`config.mk`:
```
export PLATFORM = sky130hd
export DESIGN_NAME = buffer_pool_free_list_flat
export DESIGN_NICKNAME = d
export VERILOG_FILES = /design/src/bpfl_pkg.sv /design/src/bpfl_req_if.sv /design/src/bpfl_rsp_if.sv /design/src/bpfl_front.sv /design/src/bpfl_back.sv /design/src/buffer_pool_free_list.sv /design/src/flat_wrapper.sv
export SDC_FILE = /design/constraint.sdc
export NUM_CORES = 1
export LEC_CHECK = 0
export ABC_AREA = 1
export BUFFER_PORTS_ARGS = -buffer_cell sky130_fd_sc_hd__buf_2
export CORE_ASPECT_RATIO = 2
export CORE_UTILIZATION = 50
export DETAILED_ROUTE_END_ITERATION = 10
export PLACE_DENSITY = 0.68
export SLEW_MARGIN = 25
export SYNTH_ARGS = -nofsm -noshare
export SYNTH_HDL_FRONTEND = slang
export SYNTH_HIERARCHICAL = 1
export SYNTH_SLANG_ARGS = --single-unit
```
`constraint.sdc`:
```
create_clock -name clk -period 7.4 [get_ports clk]
set_input_delay 1.48 -clock clk [delete_from_list [all_inputs] [get_ports clk]]
set_output_delay 1.48 -clock clk [all_outputs]
set_load 0.05 [all_outputs]
```
`src/bpfl_pkg.sv`:
```
package bpfl_pkg;

	// Request opcodes
	localparam logic OP_GET  = 1'b0;
	localparam logic OP_FREE = 1'b1;

	// Fixed field widths of the channels
	localparam int ID_W    = 5;
	localparam int COUNT_W = 6;
	localparam int CTR_W   = 32;

	// Class of a request, settled on entry to the queue
	typedef enum logic [1:0] {
		KIND_GET,
		KIND_FREE,
		KIND_REJECT
	} kind_t;

	// Queued command
	typedef struct packed {
		kind_t            kind;
		logic [ID_W-1:0]  id;
	} cmd_t;

	// Result item
	typedef struct packed {
		logic               status;
		logic [ID_W-1:0]    granted_id;
		logic [COUNT_W-1:0] free_count;
		logic [CTR_W-1:0]   gets_done;
		logic [CTR_W-1:0]   gets_failed;
		logic [CTR_W-1:0]   frees_done;
		logic [CTR_W-1:0]   frees_failed;
	} result_t;

endpackage

```
`src/bpfl_req_if.sv`:
```
interface bpfl_req_if;
	logic                       valid;
	logic                       ready;
	logic                       opcode;
	logic [bpfl_pkg::ID_W-1:0]  buffer_id;
	logic                       id_present;

	modport source (output valid, output opcode, output buffer_id, output id_present,
		input ready);
	modport sink (input valid, input opcode, input buffer_id, input id_present,
		output ready);
endinterface

```
`src/bpfl_rsp_if.sv`:
```
interface bpfl_rsp_if;
	logic                          valid;
	logic                          ready;
	logic                          status;
	logic [bpfl_pkg::ID_W-1:0]     granted_id;
	logic [bpfl_pkg::COUNT_W-1:0]  free_count;
	logic [bpfl_pkg::CTR_W-1:0]    gets_done;
	logic [bpfl_pkg::CTR_W-1:0]    gets_failed;
	logic [bpfl_pkg::CTR_W-1:0]    frees_done;
	logic [bpfl_pkg::CTR_W-1:0]    frees_failed;

	modport source (output valid, output status, output granted_id, output free_count,
		output gets_done, output gets_failed, output frees_done, output frees_failed,
		input ready);
	modport sink (input valid, input status, input granted_id, input free_count,
		input gets_done, input gets_failed, input frees_done, input frees_failed,
		output ready);
endinterface

```
`src/bpfl_front.sv`:
```
module bpfl_front #(
	parameter int POOL_SIZE = 32
) (
	input  logic              clk,
	input  logic              arst_n,
	bpfl_req_if.sink          req,
	output logic              cmd_valid,
	output bpfl_pkg::cmd_t    cmd,
	input  logic              cmd_pop
);

	logic           push;
	bpfl_pkg::cmd_t new_cmd;
	bpfl_pkg::cmd_t ent_q [2];
	logic           wr_ptr_q;
	logic           rd_ptr_q;
	logic [1:0]     cnt_q;

	// Classify the incoming item
	always_comb begin
		new_cmd.id = req.buffer_id;
		if (req.opcode == bpfl_pkg::OP_GET) begin
			new_cmd.kind = bpfl_pkg::KIND_GET;
		end else if (req.id_present && (32'(req.buffer_id) < 32'(POOL_SIZE))) begin
			new_cmd.kind = bpfl_pkg::KIND_FREE;
		end else begin
			new_cmd.kind = bpfl_pkg::KIND_REJECT;
		end
	end

	assign req.ready = (cnt_q != 2'd2);
	assign push      = req.valid && req.ready;
	assign cmd_valid = (cnt_q != 2'd0);
	assign cmd       = ent_q[rd_ptr_q];

	// Hold queued commands
	always_ff @(posedge clk) begin
		if (push) begin
			ent_q[wr_ptr_q] <= new_cmd;
		end
	end

	// Advance queue pointers and fill count
	always_ff @(posedge clk or negedge arst_n) begin
		if (!arst_n) begin
			wr_ptr_q <= 1'b0;
			rd_ptr_q <= 1'b0;
			cnt_q    <= 2'd0;
		end else begin
			if (push) begin
				wr_ptr_q <= ~wr_ptr_q;
			end
			if (cmd_pop) begin
				rd_ptr_q <= ~rd_ptr_q;
			end
			case ({push, cmd_pop})
				2'b10:   cnt_q <= cnt_q + 2'd1;
				2'b01:   cnt_q <= cnt_q - 2'd1;
				default: cnt_q <= cnt_q;
			endcase
		end
	end

endmodule

```
`src/bpfl_back.sv`:
```
module bpfl_back #(
	parameter int POOL_SIZE = 32
) (
	input  logic              clk,
	input  logic              arst_n,
	input  logic              cmd_valid,
	input  bpfl_pkg::cmd_t    cmd,
	output logic              cmd_pop,
	bpfl_rsp_if.source        rsp
);

	localparam int IW  = (POOL_SIZE > 1) ? $clog2(POOL_SIZE) : 1;
	localparam int DW  = $clog2(POOL_SIZE + 1);
	localparam int BW  = (POOL_SIZE < 32) ? POOL_SIZE : 32;
	localparam int BIW = (BW > 1) ? $clog2(BW) : 1;
	localparam int CW  = bpfl_pkg::CTR_W;

	typedef enum logic {
		ST_IDLE,
		ST_READ
	} state_t;

	state_t            state_q;
	logic [DW-1:0]     depth_q;
	logic [DW-1:0]     lw_q;
	logic [BW-1:0]     busy_q;
	logic [CW-1:0]     gok_q;
	logic [CW-1:0]     gfail_q;
	logic [CW-1:0]     fok_q;
	logic [CW-1:0]     ffail_q;
	logic [IW-1:0]     stack_mem [POOL_SIZE];
	logic [IW-1:0]     rd_data_s1;
	logic [IW-1:0]     rd_idx_s1;
	logic              fresh_s1;
	bpfl_pkg::result_t res_q;
	logic              res_valid_q;

	logic              slot_free;
	logic              take;
	logic [DW-1:0]     depth_m1;
	logic [IW-1:0]     top_idx;
	logic [IW-1:0]     push_idx;
	logic              can_pop;
	logic              can_push;
	logic [BIW-1:0]    free_bidx;
	logic              free_ok;
	logic              get_ok;
	logic              gok_inc;
	logic              gfail_inc;
	logic              fok_inc;
	logic              ffail_inc;
	logic [DW-1:0]     depth_n;
	logic [CW-1:0]     gok_n;
	logic [CW-1:0]     gfail_n;
	logic [CW-1:0]     fok_n;
	logic [CW-1:0]     ffail_n;
	logic [IW-1:0]     granted;
	logic              granted_tracked;
	logic              res_load;

	// Decide what the head command does
	always_comb begin
		slot_free = !res_valid_q || rsp.ready;
		take      = (state_q == ST_IDLE) && cmd_valid && slot_free;
		depth_m1  = depth_q - DW'(1);
		top_idx   = IW'(depth_m1);
		push_idx  = IW'(depth_q);
		can_pop   = (depth_q != '0);
		can_push  = (depth_q < DW'(POOL_SIZE));
		free_bidx = cmd.id[BIW-1:0];
		get_ok    = (cmd.kind == bpfl_pkg::KIND_GET) && can_pop;
		free_ok   = (cmd.kind == bpfl_pkg::KIND_FREE) && busy_q[free_bidx] && can_push;
		gok_inc   = take && get_ok;
		gfail_inc = take && (cmd.kind == bpfl_pkg::KIND_GET) && !can_pop;
		fok_inc   = take && free_ok;
		ffail_inc = take && (cmd.kind != bpfl_pkg::KIND_GET) && !free_ok;
		gok_n     = gok_q + CW'(gok_inc);
		gfail_n   = gfail_q + CW'(gfail_inc);
		fok_n     = fok_q + CW'(fok_inc);
		ffail_n   = ffail_q + CW'(ffail_inc);
		if (gok_inc) begin
			depth_n = depth_m1;
		end else if (fok_inc) begin
			depth_n = depth_q + DW'(1);
		end else begin
			depth_n = depth_q;
		end
		// entries below the low-water mark still hold their reset id
		granted         = fresh_s1 ? rd_idx_s1 : rd_data_s1;
		granted_tracked = (32'(granted) < 32'(BW));
		// a result is loaded by the read stage or by a command that is not a successful get
		res_load        = (state_q == ST_READ) || (take && !get_ok);
	end

	assign cmd_pop          = take;
	assign rsp.valid        = res_valid_q;
	assign rsp.status       = res_q.status;
	assign rsp.granted_id   = res_q.granted_id;
	assign rsp.free_count   = res_q.free_count;
	assign rsp.gets_done    = res_q.gets_done;
	assign rsp.gets_failed  = res_q.gets_failed;
	assign rsp.frees_done   = res_q.frees_done;
	assign rsp.frees_failed = res_q.frees_failed;

	// Push freed ids and read the stack top
	always_ff @(posedge clk) begin
		if (fok_inc) begin
			stack_mem[push_idx] <= IW'(cmd.id);
		end
		if (gok_inc) begin
			rd_data_s1 <= stack_mem[top_idx];
		end
	end

	// Hold state, counters and the result register
	always_ff @(posedge clk or negedge arst_n) begin
		if (!arst_n) begin
			state_q     <= ST_IDLE;
			depth_q     <= DW'(POOL_SIZE);
			lw_q        <= DW'(POOL_SIZE);
			busy_q      <= '0;
			gok_q       <= '0;
			gfail_q     <= '0;
			fok_q       <= '0;
			ffail_q     <= '0;
			rd_idx_s1   <= '0;
			fresh_s1    <= 1'b0;
			res_q       <= '0;
			res_valid_q <= 1'b0;
		end else begin
			if (res_load) begin
				res_valid_q <= 1'b1;
			end else if (res_valid_q && rsp.ready) begin
				res_valid_q <= 1'b0;
			end
			depth_q <= depth_n;
			gok_q   <= gok_n;
			gfail_q <= gfail_n;
			fok_q   <= fok_n;
			ffail_q <= ffail_n;
			case (state_q)
				ST_IDLE: begin
					if (take) begin
						if (get_ok) begin
							rd_idx_s1 <= top_idx;
							fresh_s1  <= (depth_m1 < lw_q);
							if (depth_m1 < lw_q) begin
								lw_q <= depth_m1;
							end
							state_q <= ST_READ;
						end else begin
							if (free_ok) begin
								busy_q[free_bidx] <= 1'b0;
							end
							res_q.status       <= !free_ok;
							res_q.granted_id   <= '0;
							res_q.free_count   <= bpfl_pkg::COUNT_W'(depth_n);
							res_q.gets_done    <= gok_n;
							res_q.gets_failed  <= gfail_n;
							res_q.frees_done   <= fok_n;
							res_q.frees_failed <= ffail_n;
						end
					end
				end
				ST_READ: begin
					// mark the popped id busy and report it
					if (granted_tracked) begin
						busy_q[granted[BIW-1:0]] <= 1'b1;
					end
					res_q.status       <= 1'b0;
					res_q.granted_id   <= bpfl_pkg::ID_W'(granted);
					res_q.free_count   <= bpfl_pkg::COUNT_W'(depth_q);
					res_q.gets_done    <= gok_q;
					res_q.gets_failed  <= gfail_q;
					res_q.frees_done   <= fok_q;
					res_q.frees_failed <= ffail_q;
					state_q            <= ST_IDLE;
				end
				default: begin
					state_q <= ST_IDLE;
				end
			endcase
		end
	end

endmodule

```
`src/buffer_pool_free_list.sv`:
```
// Channel  Role    Items
// req      sink    opcode, buffer_id, id_present
// rsp      source  status, granted_id, free_count, gets_done, gets_failed,
//                  frees_done, frees_failed
//
// In the back end a successful get first does the registered read of the
// free-id stack memory, then marks the id busy and loads the result. A free
// or a failed request loads its result when taken. A 2-entry queue sits ahead.
// Reset needs no clearing pass: a low-water mark stands in for the initial ids.
// A stalled rsp holds its result while req still fills the queue.
module buffer_pool_free_list #(
	parameter int POOL_SIZE = 32
) (
	input  logic        clk,
	input  logic        arst_n,
	bpfl_req_if.sink    req,
	bpfl_rsp_if.source  rsp
);

	logic           cmd_valid;
	bpfl_pkg::cmd_t cmd;
	logic           cmd_pop;

	// Accept and classify requests
	bpfl_front #(
		.POOL_SIZE (POOL_SIZE)
	) u_front (
		.clk       (clk),
		.arst_n    (arst_n),
		.req       (req),
		.cmd_valid (cmd_valid),
		.cmd       (cmd),
		.cmd_pop   (cmd_pop)
	);

	// Execute against the stack and busy map
	bpfl_back #(
		.POOL_SIZE (POOL_SIZE)
	) u_back (
		.clk       (clk),
		.arst_n    (arst_n),
		.cmd_valid (cmd_valid),
		.cmd       (cmd),
		.cmd_pop   (cmd_pop),
		.rsp       (rsp)
	);

endmodule

```
`src/flat_wrapper.sv`:
```
// flat-port wrapper written by rule: the top's interface ports become plain ports
module buffer_pool_free_list_flat 
#(
	parameter int POOL_SIZE = 32
)
  (clk, arst_n, req_valid, req_opcode, req_buffer_id, req_id_present, req_ready, rsp_valid, rsp_status, rsp_granted_id, rsp_free_count, rsp_gets_done, rsp_gets_failed, rsp_frees_done, rsp_frees_failed, rsp_ready);
  bpfl_req_if req_i ();
  bpfl_rsp_if rsp_i ();
  input  logic clk;
  input  logic arst_n;
  input wire logic [$bits(req_i.valid)-1:0] req_valid;
  input wire logic [$bits(req_i.opcode)-1:0] req_opcode;
  input wire logic [$bits(req_i.buffer_id)-1:0] req_buffer_id;
  input wire logic [$bits(req_i.id_present)-1:0] req_id_present;
  output wire logic [$bits(req_i.ready)-1:0] req_ready;
  output wire logic [$bits(rsp_i.valid)-1:0] rsp_valid;
  output wire logic [$bits(rsp_i.status)-1:0] rsp_status;
  output wire logic [$bits(rsp_i.granted_id)-1:0] rsp_granted_id;
  output wire logic [$bits(rsp_i.free_count)-1:0] rsp_free_count;
  output wire logic [$bits(rsp_i.gets_done)-1:0] rsp_gets_done;
  output wire logic [$bits(rsp_i.gets_failed)-1:0] rsp_gets_failed;
  output wire logic [$bits(rsp_i.frees_done)-1:0] rsp_frees_done;
  output wire logic [$bits(rsp_i.frees_failed)-1:0] rsp_frees_failed;
  input wire logic [$bits(rsp_i.ready)-1:0] rsp_ready;
  assign req_i.valid = req_valid;
  assign req_i.opcode = req_opcode;
  assign req_i.buffer_id = req_buffer_id;
  assign req_i.id_present = req_id_present;
  assign req_ready = req_i.ready;
  assign rsp_valid = rsp_i.valid;
  assign rsp_status = rsp_i.status;
  assign rsp_granted_id = rsp_i.granted_id;
  assign rsp_free_count = rsp_i.free_count;
  assign rsp_gets_done = rsp_i.gets_done;
  assign rsp_gets_failed = rsp_i.gets_failed;
  assign rsp_frees_done = rsp_i.frees_done;
  assign rsp_frees_failed = rsp_i.frees_failed;
  assign rsp_i.ready = rsp_ready;
  buffer_pool_free_list #(.POOL_SIZE(POOL_SIZE)) u_core (.clk(clk), .arst_n(arst_n), .req(req_i), .rsp(rsp_i));
endmodule
```
==> metrics.csv, run 1 <==
metric;value;unit
outcome;finished with violations;
failing checks;design-rule violations;
hpwl dp;44610;um
worst path required time;7910;ps
GRT Total Usage;0.2821;
Max Buffers Root-to-Sink;3;
CTS root buf;clkbuf_16;
area of the die;46220;um2
Resized Gates After CTS;0;
DRC viols;3;
vias per inst;5.649;
row count;110;
setup tns final;0;ps
Layout Nets;2556;
total wire length;64330;um
critical path class;reg2reg;
Hold Buf Count CTS;0;
syn avg cell area;9.405;um2
CP max stage delay;780;ps
die height;303.0;um
P&R area growth vs syn;12.42;%
Core Area;44870;um2
Critical Path End Type;register;
Unique masters post-synth;46;
clk_lat worst skew;580;ps
Placer Congestion;0.9217;
Seq pwr share;0.342;
register area;13490;um2
Final Cell Area;25470;um2
Fillers;3980;
Util after Layout;0.5677;
max cap viols;0;
first-pass GRT wire length;99970;um
max frequency;202.5;MHz
period utilization;0.6673;
layout cell share with drive strength beyond 1;0.1128;
r2r setup slk;2460;ps
CP startpoint kind;register;
Critical Path Most Common Cell;nand2_1;
Peak VDD IR;0.3047;mV
Net Count, Synth;2439;
Die X;152.5;um
Final Hold Vio Count;0;
cts bufs inserted;44;
ANT nets after route;0;
H-tree depth;2;
switching share of power;0.4565;
fin crit period;4938;ps
routed via count;17630;
Port Buffers;152;
Post-DP Area;23910;um2
register area share after synthesis;0.5952;
top-area cell type share of the netlist area;0.3557;
Cell Int Power;0.006097;W
Synth Warn #;6;
RSZ-0062 raised after global routing;false;
Setup Viol. Count Final;0;
Max Fanout on Critical Path;41;
CTS tree;yes;
clk_skew;19.88;ps
post-synth top area cell;dfrtp_1;
DR pass1 iterations;9;
drt wl/cell;20.61;um
Initial Util;0.5049;
CP max stage cell;dfrtp_1;
synth top area cells;dfrtp_1 (36%), edfxtp_1 (24%), nand2_1 (9.1%);
I/O pin total;153;
# diodes;0;
Post-CTS Setup Inserts;0;
Synth Instances;2409;
worst-margin pin slew;1022;ps
max-slew violation count;0;
P per Cell Area;440.5;nW/um2
CP arrival;5440;ps
mapped cell area;22660;um2
clk sinks;503;
initial antenna violation count;0;
Sw Pwr;0.005122;W
Reg clk slew, reported paths;70;ps
Leak Pwr;11.48;nW
total gr overflow;0;
Iter 0 DRT Violations;1110;
clock power share;0.222;
largest net degree at the start of global routing;162;
vias in the first global route;18080;
multi-input combinational cell area;8040;um2
Slew HR;0.3163;
Synth Register Bits;503;
Hold Crit Class;reg2reg;
combinational share of power;0.435;
[worst paths after layout]
path,start,endpoint,cells after the start
hold / removal,u_core/u_back/rsp.gets_failed[20],u_core/u_back/rsp.gets_failed[20],2
min in group asynchronous,arst_n,u_core/u_back/rsp.valid,1
hold reg to reg,u_core/u_back/rsp.gets_failed[20],u_core/u_back/rsp.gets_failed[20],2
setup / recovery,u_core/u_front/rd_ptr_q,u_core/u_back/rsp.frees_done[28],26
max in group asynchronous,arst_n,u_core/u_back/depth_q[0],2
setup reg to reg,u_core/u_front/rd_ptr_q,u_core/u_back/rsp.frees_done[28],26
[cells in the mapped netlist, drive strengths merged]
cell,instances
o311ai,1
a22oi,24
nand4,33
o31ai,1
a31oi,4
dfstp,2
nor4,12
ha,19
nand2,559
xnor2,12
nand3,70
clkinv,2
nor2,293
o221ai,12
xor2,103
o21a,1
clkbuf,60
o22ai,48
edfxtp,179
and3,1
dfrtp,322
or2,2
nor3b,2
a211oi,1
nor3,56
nand3b,1
o21ai,294
o211ai,17
buf,39
a21oi,44
inv,195
[routing by layer]
layer / vias to the layer above / global-route usage / wire length [um]
met5: - / 0 / 0
met4: 0 / 0.1960 / 4674
met3: 212 / 0.04771 / 3138
met2: 532 / 0.5313 / 34550
met1: 8616 / 0.2822 / 21960
li1: 8271 / - / -
[kinds of logic after synthesis]
kind of cell,Yosys count,share of synthesized area
flops,503,0.5952
buf+inv,296,0.05258
fa+ha+maj,19,0.01049
compound gates,447,0.1091
xor+xnor,115,0.04446
simple gates,1029,0.1881
[power groups by stage]
stage                     registers, W  clock network [W]  logic [W]
after global routing           0.00389            0.00264    0.00530
after global placement         0.00388                  0    0.00478
after floorplan                0.00454                  0    0.00256
final                          0.00384            0.00249    0.00488
after detailed placement       0.00389                  0    0.00486
after CTS                      0.00384            0.00254    0.00488
[final cells by class]
cell class              instances  share of cell area
flip-flops and latches        503              0.5297
inverters                     197             0.02918
clock buffers                  69             0.05217
multi-input cells            1610              0.3157
well taps                     560             0.02751
clock inverters                12            0.009088
repair buffers                170             0.03670
[stage by stage]
step	setup slack (ps)	cells	hold WS [ps]	total power, W
floorplan	2241	2409	453.2	0.007099
global placement	2626	3040	460.1	0.008661
detailed placement	2563	3040	461.0	0.008744
CTS	2546	3121	480.0	0.01126
global route	1873	3121	501.9	0.01182
finish	2462	3121	474.3	0.01122
[layout by cell type (no fill, tap or decap), types with 45 or more instances in the layout]
cell	count
buf_2	151
o22ai_1	48
xor2_1	103
nand2_1	552
o21ai_1	45
edfxtp_1	179
dfrtp_1	320
nor3_1	50
nor2_1	280
inv_1	182
nand3_1	69
o21ai_0	244
clkbuf_16	47
[sequential cells by signal (all words and copies together) (netlist names), 2 cells and up]
| name | cells |
|---|---|
| u_core/u_back/rd_idx_s1 | 5 |
| u_core/u_back/depth_q | 6 |
| u_core/u_back/rsp.free_count | 6 |
| u_core/u_back/fok_q | 32 |
| u_core/u_back/rsp.granted_id | 5 |
| u_core/u_back/rsp.frees_failed | 32 |
| u_core/u_front/ent_q | 14 |
| u_core/u_back/ffail_q | 32 |
| u_core/u_back/stack_mem | 160 |
| u_core/u_back/gok_q | 32 |
| u_core/u_back/rsp.gets_done | 32 |
| u_core/u_back/rsp.gets_failed | 32 |
| u_core/u_back/rsp.frees_done | 32 |
| u_core/u_back/gfail_q | 32 |
| u_core/u_back/rd_data_s1 | 5 |
| u_core/u_back/lw_q | 6 |
| u_core/u_front/cnt_q | 2 |
| u_core/u_back/busy_q | 32 |
[critical path, delay by kind of cell, from the launching register on]
kind | cells | cell delay [ps]
flip-flops | 1 | 780
AND/OR/NAND/NOR | 20 | 2590
buffers and inverters | 3 | 810
adder cells (fa/ha/maj) | 1 | 180
XOR/XNOR | 1 | 180
AO/OA/AOI/OAI | 1 | 280
No activity file was read; power rests on OpenSTA's default activity.
==> run 2: changes to the inputs <==
Settings changed: ABC_AREA 1 to 0, PLACE_DENSITY 0.68 to 0.71.
Clock period 7.4 ns to 4.2 ns, I/O delays scaled along.
==> run 2 against run 1 <==
  * The flow still finishes with violations (design-rule violations)
  * Total power rose by 81%
  * Flip-flop and latch count did not move
  * Clock power rose by 78%
  * Global-route usage fell by 2.1 points
  * Setup slack got worse by 2300 ps
  * Die area fell by 0.61%
  * Critical endpoint is now u_core/u_back/rsp.frees_done[30]
  * Largest power group unchanged
==> metrics.csv, run 2 <==
metric;value;unit;change
Reg clk slew, reported paths;70;ps;about the same
top cells by count, synth;dfrtp_1 (322), nand2_1 (188), edfxtp_1 (179);;
Max Buffers Root-to-Sink;3;;unchanged
CTS tree;yes;;
area of the die;45930;um2;-0.61%
most common cell in the netlist;dfrtp_1;;
Max Fanout on Critical Path;5;;-88%
predominant post-synthesis flop cell;dfrtp_1;;
mapped cell area;22520;um2;-0.62%
max cap viols;0;;unchanged
routed via count;16040;;-9.0%
Synth Warn #;6;;unchanged
hold slack final;231.6;ps;-242.8 ps
CTS root buf;clkbuf_16;;
Iter 0 DRT Violations;928;;-16%
max-slew violation count;0;;unchanged
ys async rst share;0.6441;;unchanged
CP bufs+invs;3;;unchanged
cts bufs inserted;45;;+2.3%
synth top area cells;dfrtp_1 (36%), edfxtp_1 (24%), mux4_2 (5.2%);;
Die X;152.1;um;-0.30%
Synth Instances;1920;;-20%
drt wl/cell;22.47;um;+9.0%
Critical Path End Type;register;;
Worst setup startpoint;u_core/u_front/rd_ptr_q;;
Slew HR;0.3977;;+0.08144
max frequency;247.5;MHz;+22%
PnR Total Power;0.02031;W;+81%
syn avg cell area;11.73;um2;+25%
total gr overflow;0;;unchanged
total wire length;60290;um;-6.3%
Placer Congestion;0.8627;;-6.4%
worst reg2reg path startpoint;u_core/u_front/rd_ptr_q;;
largest net degree at the start of global routing;180;;+11%
Setup Viol. Count Final;0;;unchanged
Peak VDD IR;0.8707;mV;+190%
period utilization;0.9621;;+0.2948
met3 routed WL;3176;um;+1.2%
Cells after DPL;2589;;-15%
CP top delay family;simple AND/OR/NAND/NOR gates;;
Net Count, Synth;1950;;-20%
outcome;finished with violations;;
Core Area;44320;um2;-1.2%
register area share after synthesis;0.5989;;+0.003705
most common cell after layout, fill and taps aside;dfrtp_1;;
worst path required time;4650;ps;-3260 ps
top-area cell type share of the netlist area;0.3579;;+0.002214
P&R area growth vs syn;15.89;%;
ANT nets after route;0;;unchanged
Critical Path Most Common Cell;buf_4;;
Initial Util;0.5080;;+0.003039
Hold Crit Class;in2async;;
CP startpoint kind;register;;
clk_skew;23.11;ps;+3.223 ps
row count;109;;-0.91%
first-pass GRT wire length;92040;um;-7.9%
Final Hold Vio Count;0;;unchanged
DRC viols;2;;-1
max layer used;met4;;
initial antenna violation count;0;;unchanged
GRT Total Usage;0.2613;;-0.02078
die height;302.1;um;-0.31%
CP max stage delay;570;ps;-210 ps
CP arrival;4490;ps;-950 ps
Reg with most FFs;u_core/u_back/stack_mem;;
clk sinks;503;;unchanged
critical path class;reg2reg;;
layout cell share with drive strength beyond 1;0.1988;;+0.08593
Synth Register Bits;503;;unchanged
H-tree depth;2;;unchanged
CP max stage cell;or4_4;;
clk_lat worst skew;570;ps;about the same
Post-synth EDFFs;179;;unchanged
max reg flops;160;;unchanged
# diodes;0;;unchanged
Finished Layout Cells;2683;;-14%
failing checks;design-rule violations;;
Leak Pwr;11.09;nW;-3.3%
I/O pin total;153;;unchanged
worst-margin pin slew;878.3;ps;-143.8 ps
hpwl dp;41210;um;-7.6%
fin crit period;4041;ps;-897.1 ps
DR pass1 iterations;8;;-1
Unique masters post-synth;70;;+52%
Layout Nets;2121;;-17%
metal2 WL;32900;um;-4.8%
post-synth top area cell;dfrtp_1;;
vias in the first global route;16290;;-9.9%
Hold Buf Count CTS;0;;unchanged
Port Buffers;152;;unchanged
crit-path cells;buf_4, mux2_2, nand2b_2, or3_1, a21oi_2, a211o_1, o21ai_4, inv_2, ha_1, and3_2, nand4_1, or4_4, nor3_4, buf_4, nand3_1, o21ai_0, a21oi_1;;
P per Cell Area;778.5;nW/um2;+77%
WL met1;20450;um;-6.9%
most frequent cells in the layout;dfrtp_1 (320), nand2_1 (187), edfxtp_1 (179);;
vias per inst;5.980;;+5.8%
## run 2: power breakdown
group / internal, W / switching [W]
combinational: 0.00307 / 0.00613
clock: 0.00257 / 0.00184
sequential: 0.00613 / 0.000561
## run 2: repair_timing
item / CTS / global route
gates resized for setup: 5 / 28
cloned: 0 / 2
setup endpoints to repair: 3 / 32
hold endpoints to repair: 0 / 0
buffers inserted: 1 / 6
pin swaps: 1 / 12
## run 2: path summary, 6_finish.rpt
kind                                                    endpoint  slack, ps  cells after the start
worst max register to register  u_core/u_back/rsp.frees_done[30]        160                     17
min in group clk                      u_core/u_front/ent_q[0][0]        460                      1
worst min-delay path                     u_core/u_back/fok_q[12]        230                      1
worst min register to register  u_core/u_back/rsp.gets_failed[7]        470                      2
worst max-delay path            u_core/u_back/rsp.frees_done[30]        160                     17
max in group asynchronous                u_core/u_back/rsp.valid       2940                      2
## run 2: kinds of logic (layout without fill, tap and decap cells)
group / Yosys count / after routing / share of synthesized area
simple gates: 617 / 617 / 0.1288
flops: 503 / 503 / 0.5989
compound gates: 394 / 394 / 0.1086
buf+inv: 153 / 361 / 0.02690
xor+xnor: 133 / 133 / 0.05174
mux: 101 / 101 / 0.07441
fa+ha+maj: 19 / 19 / 0.01056
## run 2: cell type report
class | count | area (um2)
Fill cell | 3571 | 18230
Tap cell | 555 | 694.4
Multi-Input combinational cell | 1264 | 8597
Inverter | 44 | 165.2
Timing Repair Buffer | 233 | 1558
Sequential cell | 503 | 13490
Clock inverter | 18 | 220.2
Clock buffer | 66 | 1368
## run 2: worst register-to-register path, stage by stage, from the launching register on
cell and delay, ps:
dfrtp_1 400, buf_4 140, mux2_2 370, nand2b_2 240, or3_1 420, a21oi_2 180
a211o_1 200, o21ai_4 90, inv_2 100, ha_1 200, and3_2 250, nand4_1 210
or4_4 570, nor3_4 170, buf_4 160, nand3_1 60, o21ai_0 110, a21oi_1 60
## run 2: routing by layer
metal / vias up / GRT usage
li1: 7320 / -
met1: 8022 / 0.2703
met2: 541 / 0.4987
met3: 160 / 0.04226
met4: 0 / 0.1489
met5: - / 0
## run 2: through the flow
stage	TNS, ps	setup WS, ps	instance area [um2]	util
after global placement	0	4.473	24200	0.5461
after CTS	0	6.964	25850	0.5833
after detailed placement	-99.17	-52.00	24230	0.5467
after floorplan	-24.59	-24.59	22540	-
after global routing	-38.33	-14.64	26090	0.5887
final	0	159.0	26090	0.5887
==> run 3: changes to the inputs <==
Settings changed: RECOVER_POWER set to 25.
==> run 3 against run 2 <==
  * The run ends with design-rule violations, max-capacitance violations, max-slew violations left
  * Clock skew is 1.4 ps lower
  * Sequential share of layout area rose by 0.11 points
  * Worst hold slack improved by 230 ps
  * Fmax down 0.30%
  * Critical path type unchanged
  * Critical endpoint is now u_core/u_back/rsp.frees_done[31]
==> metrics.csv, run 3 (synthesis results as in run 2) <==
metric;value;unit;change
fin crit period;4053;ps;+12.05 ps
first-pass GRT wire length;92040;um;unchanged
Leak Pwr;11.06;nW;-0.31%
Hold Crit Class;in2reg;;
Setup Viol. Count Final;0;;unchanged
routed via count;16040;;-0.044%
initial antenna violation count;0;;unchanged
Reg with most FFs;u_core/u_back/stack_mem;;
vias in the first global route;16290;;unchanged
# diodes;0;;unchanged
Post-DP Area;24230;um2;unchanged
clk_lat worst skew;570;ps;about the same
most frequent cells in the layout;dfrtp_1 (320), nand2_1 (188), edfxtp_1 (179);;
pre-CTS setup slack;-52.00;ps;unchanged
P per Cell Area;779.4;nW/um2;+0.13%
CTS tree;yes;;
Cell Int Power;0.01177;W;about the same
max reg flops;160;;unchanged
max cap viols;1;;+1
I/O pin total;153;;unchanged
Die X;152.1;um;unchanged
Seq pwr share;0.330;;about the same
hold slack final;461.8;ps;+230.2 ps
max frequency;246.7;MHz;-0.30%
combinational share of power;0.453;;about the same
DR pass1 iterations;8;;unchanged
total gr overflow;0;;unchanged
CP max stage delay;570;ps;about the same
period utilization;0.9650;;+0.002870
vias per inst;5.977;;about the same
setup tns final;0;ps;unchanged
max-slew violation count;94;;+94
ANT nets after route;0;;unchanged
worst path required time;4630;ps;-20 ps
CP bufs+invs;2;;-1
Critical Path End Type;register;;
hpwl dp;41210;um;unchanged
cts bufs inserted;45;;unchanged
drt wl/cell;22.47;um;about the same
Core Area;44320;um2;unchanged
clk_skew;21.72;ps;-1.389 ps
Reg clk slew, reported paths;70;ps;about the same
CP startpoint kind;register;;
Iter 0 DRT Violations;937;;+0.97%
Hold Buf Count CTS;0;;unchanged
P&R area growth vs syn;15.63;%;
CP max stage cell;or4_4;;
H-tree depth;2;;unchanged
outcome;finished with violations;;
Sw Pwr;0.008526;W;-0.12%
crit-path cells;buf_4, mux2_2, nand2b_2, or3_1, a21oi_2, a211o_1, o21ai_4, inv_2, ha_1, and3_2, nand4_1, or4_4, nor3_4, a21oi_1, o21ai_0, o311ai_1;;
most common cell after layout, fill and taps aside;dfrtp_1;;
Slew HR;-0.6287;;-1.026
Initial Util;0.5080;;unchanged
switching share of power;0.4202;;about the same
Max Buffers Root-to-Sink;3;;unchanged
layout cell share with drive strength beyond 1;0.1955;;-0.003289
critical path class;reg2reg;;
Final WS setup;147.0;ps;-12.05 ps
CP arrival;4480;ps;about the same
GRT Total Usage;0.2613;;unchanged
Layout Nets;2121;;unchanged
Final Hold Vio Count;0;;unchanged
area of the die;45930;um2;unchanged
Placer Congestion;0.8627;;unchanged
failing checks;design-rule violations, max-capacitance violations, max-slew violations;;
DRC viols;2;;unchanged
worst-margin pin slew;2443;ps;+1565 ps
CTS root buf;clkbuf_16;;
Max Fanout on Critical Path;5;;unchanged
row count;109;;unchanged
Peak VDD IR;0.8657;mV;-0.58%
die height;302.1;um;unchanged
clk sinks;503;;unchanged
clock power share;0.218;;about the same
Port Buffers;152;;unchanged
total wire length;60280;um;about the same
Final Cell Area;26040;um2;-0.22%
CP top delay family;simple AND/OR/NAND/NOR gates;;
largest net degree at the start of global routing;180;;unchanged
[run 3: metrics by stage]
stage	utilization	total power (W)	cells
6_report	0.5874	0.02029	2683
5_1_grt	0.5874	0.02125	2683
4_1_cts	0.5833	0.02025	2674
3_5_place_dp	0.5467	0.01578	2589
3_3_place_gp	0.5461	0.01553	2588
2_1_floorplan	-	0.01296	1920
[run 3: final cells by class]
type	count	area, um2
inverters	44	165.2
clock buffers	66	1368
repair buffers	233	1503
well taps	555	694.4
clock inverters	18	220.2
flip-flops and latches	503	13490
fillers	3577	18290
multi-input cells	1264	8594
[run 3: path summary, 6_finish.rpt]
check / cells after the start / end / slack (ps) / start
max reg2reg: 16 / u_core/u_back/rsp.frees_done[31] / 150 / u_core/u_front/rd_ptr_q
min reg2reg: 2 / u_core/u_back/rsp.gets_failed[7] / 470 / u_core/u_back/rsp.gets_failed[7]
min in group asynchronous: 1 / u_core/u_back/fok_q[12] / 950 / arst_n
max: 16 / u_core/u_back/rsp.frees_done[31] / 150 / u_core/u_front/rd_ptr_q
min: 1 / u_core/u_front/ent_q[0][0] / 460 / req_buffer_id[0]
max in group asynchronous: 2 / u_core/u_back/rsp.valid / 850 / arst_n
[run 3: power by group through the flow]
stage / clock network [W] / logic [W] / registers, W
floorplan: 0 / 0.00513 / 0.00783
global route: 0.00466 / 0.00982 / 0.00677
global placement: 0 / 0.00878 / 0.00675
detailed placement: 0 / 0.00901 / 0.00678
CTS: 0.00450 / 0.00906 / 0.00669
finish: 0.00442 / 0.00919 / 0.00669
[run 3: timing repair]
action,4_1_cts,5_1_grt
pin swaps,1,12
endpoints found under the setup margin,3,32
resized for setup,5,28
gates cloned,0,2
setup buffers,1,6
[run 3: routing by layer]
metal / wire length, um / global-route usage / part of all wire / up-vias
li1: - / - / - / 7325
met2: 32830 / 0.4987 / 0.54 / 556
met1: 20470 / 0.2703 / 0.34 / 7993
met5: 0 / 0 / 0 / -
met4: 3717 / 0.1489 / 0.062 / 0
met3: 3262 / 0.04226 / 0.054 / 162
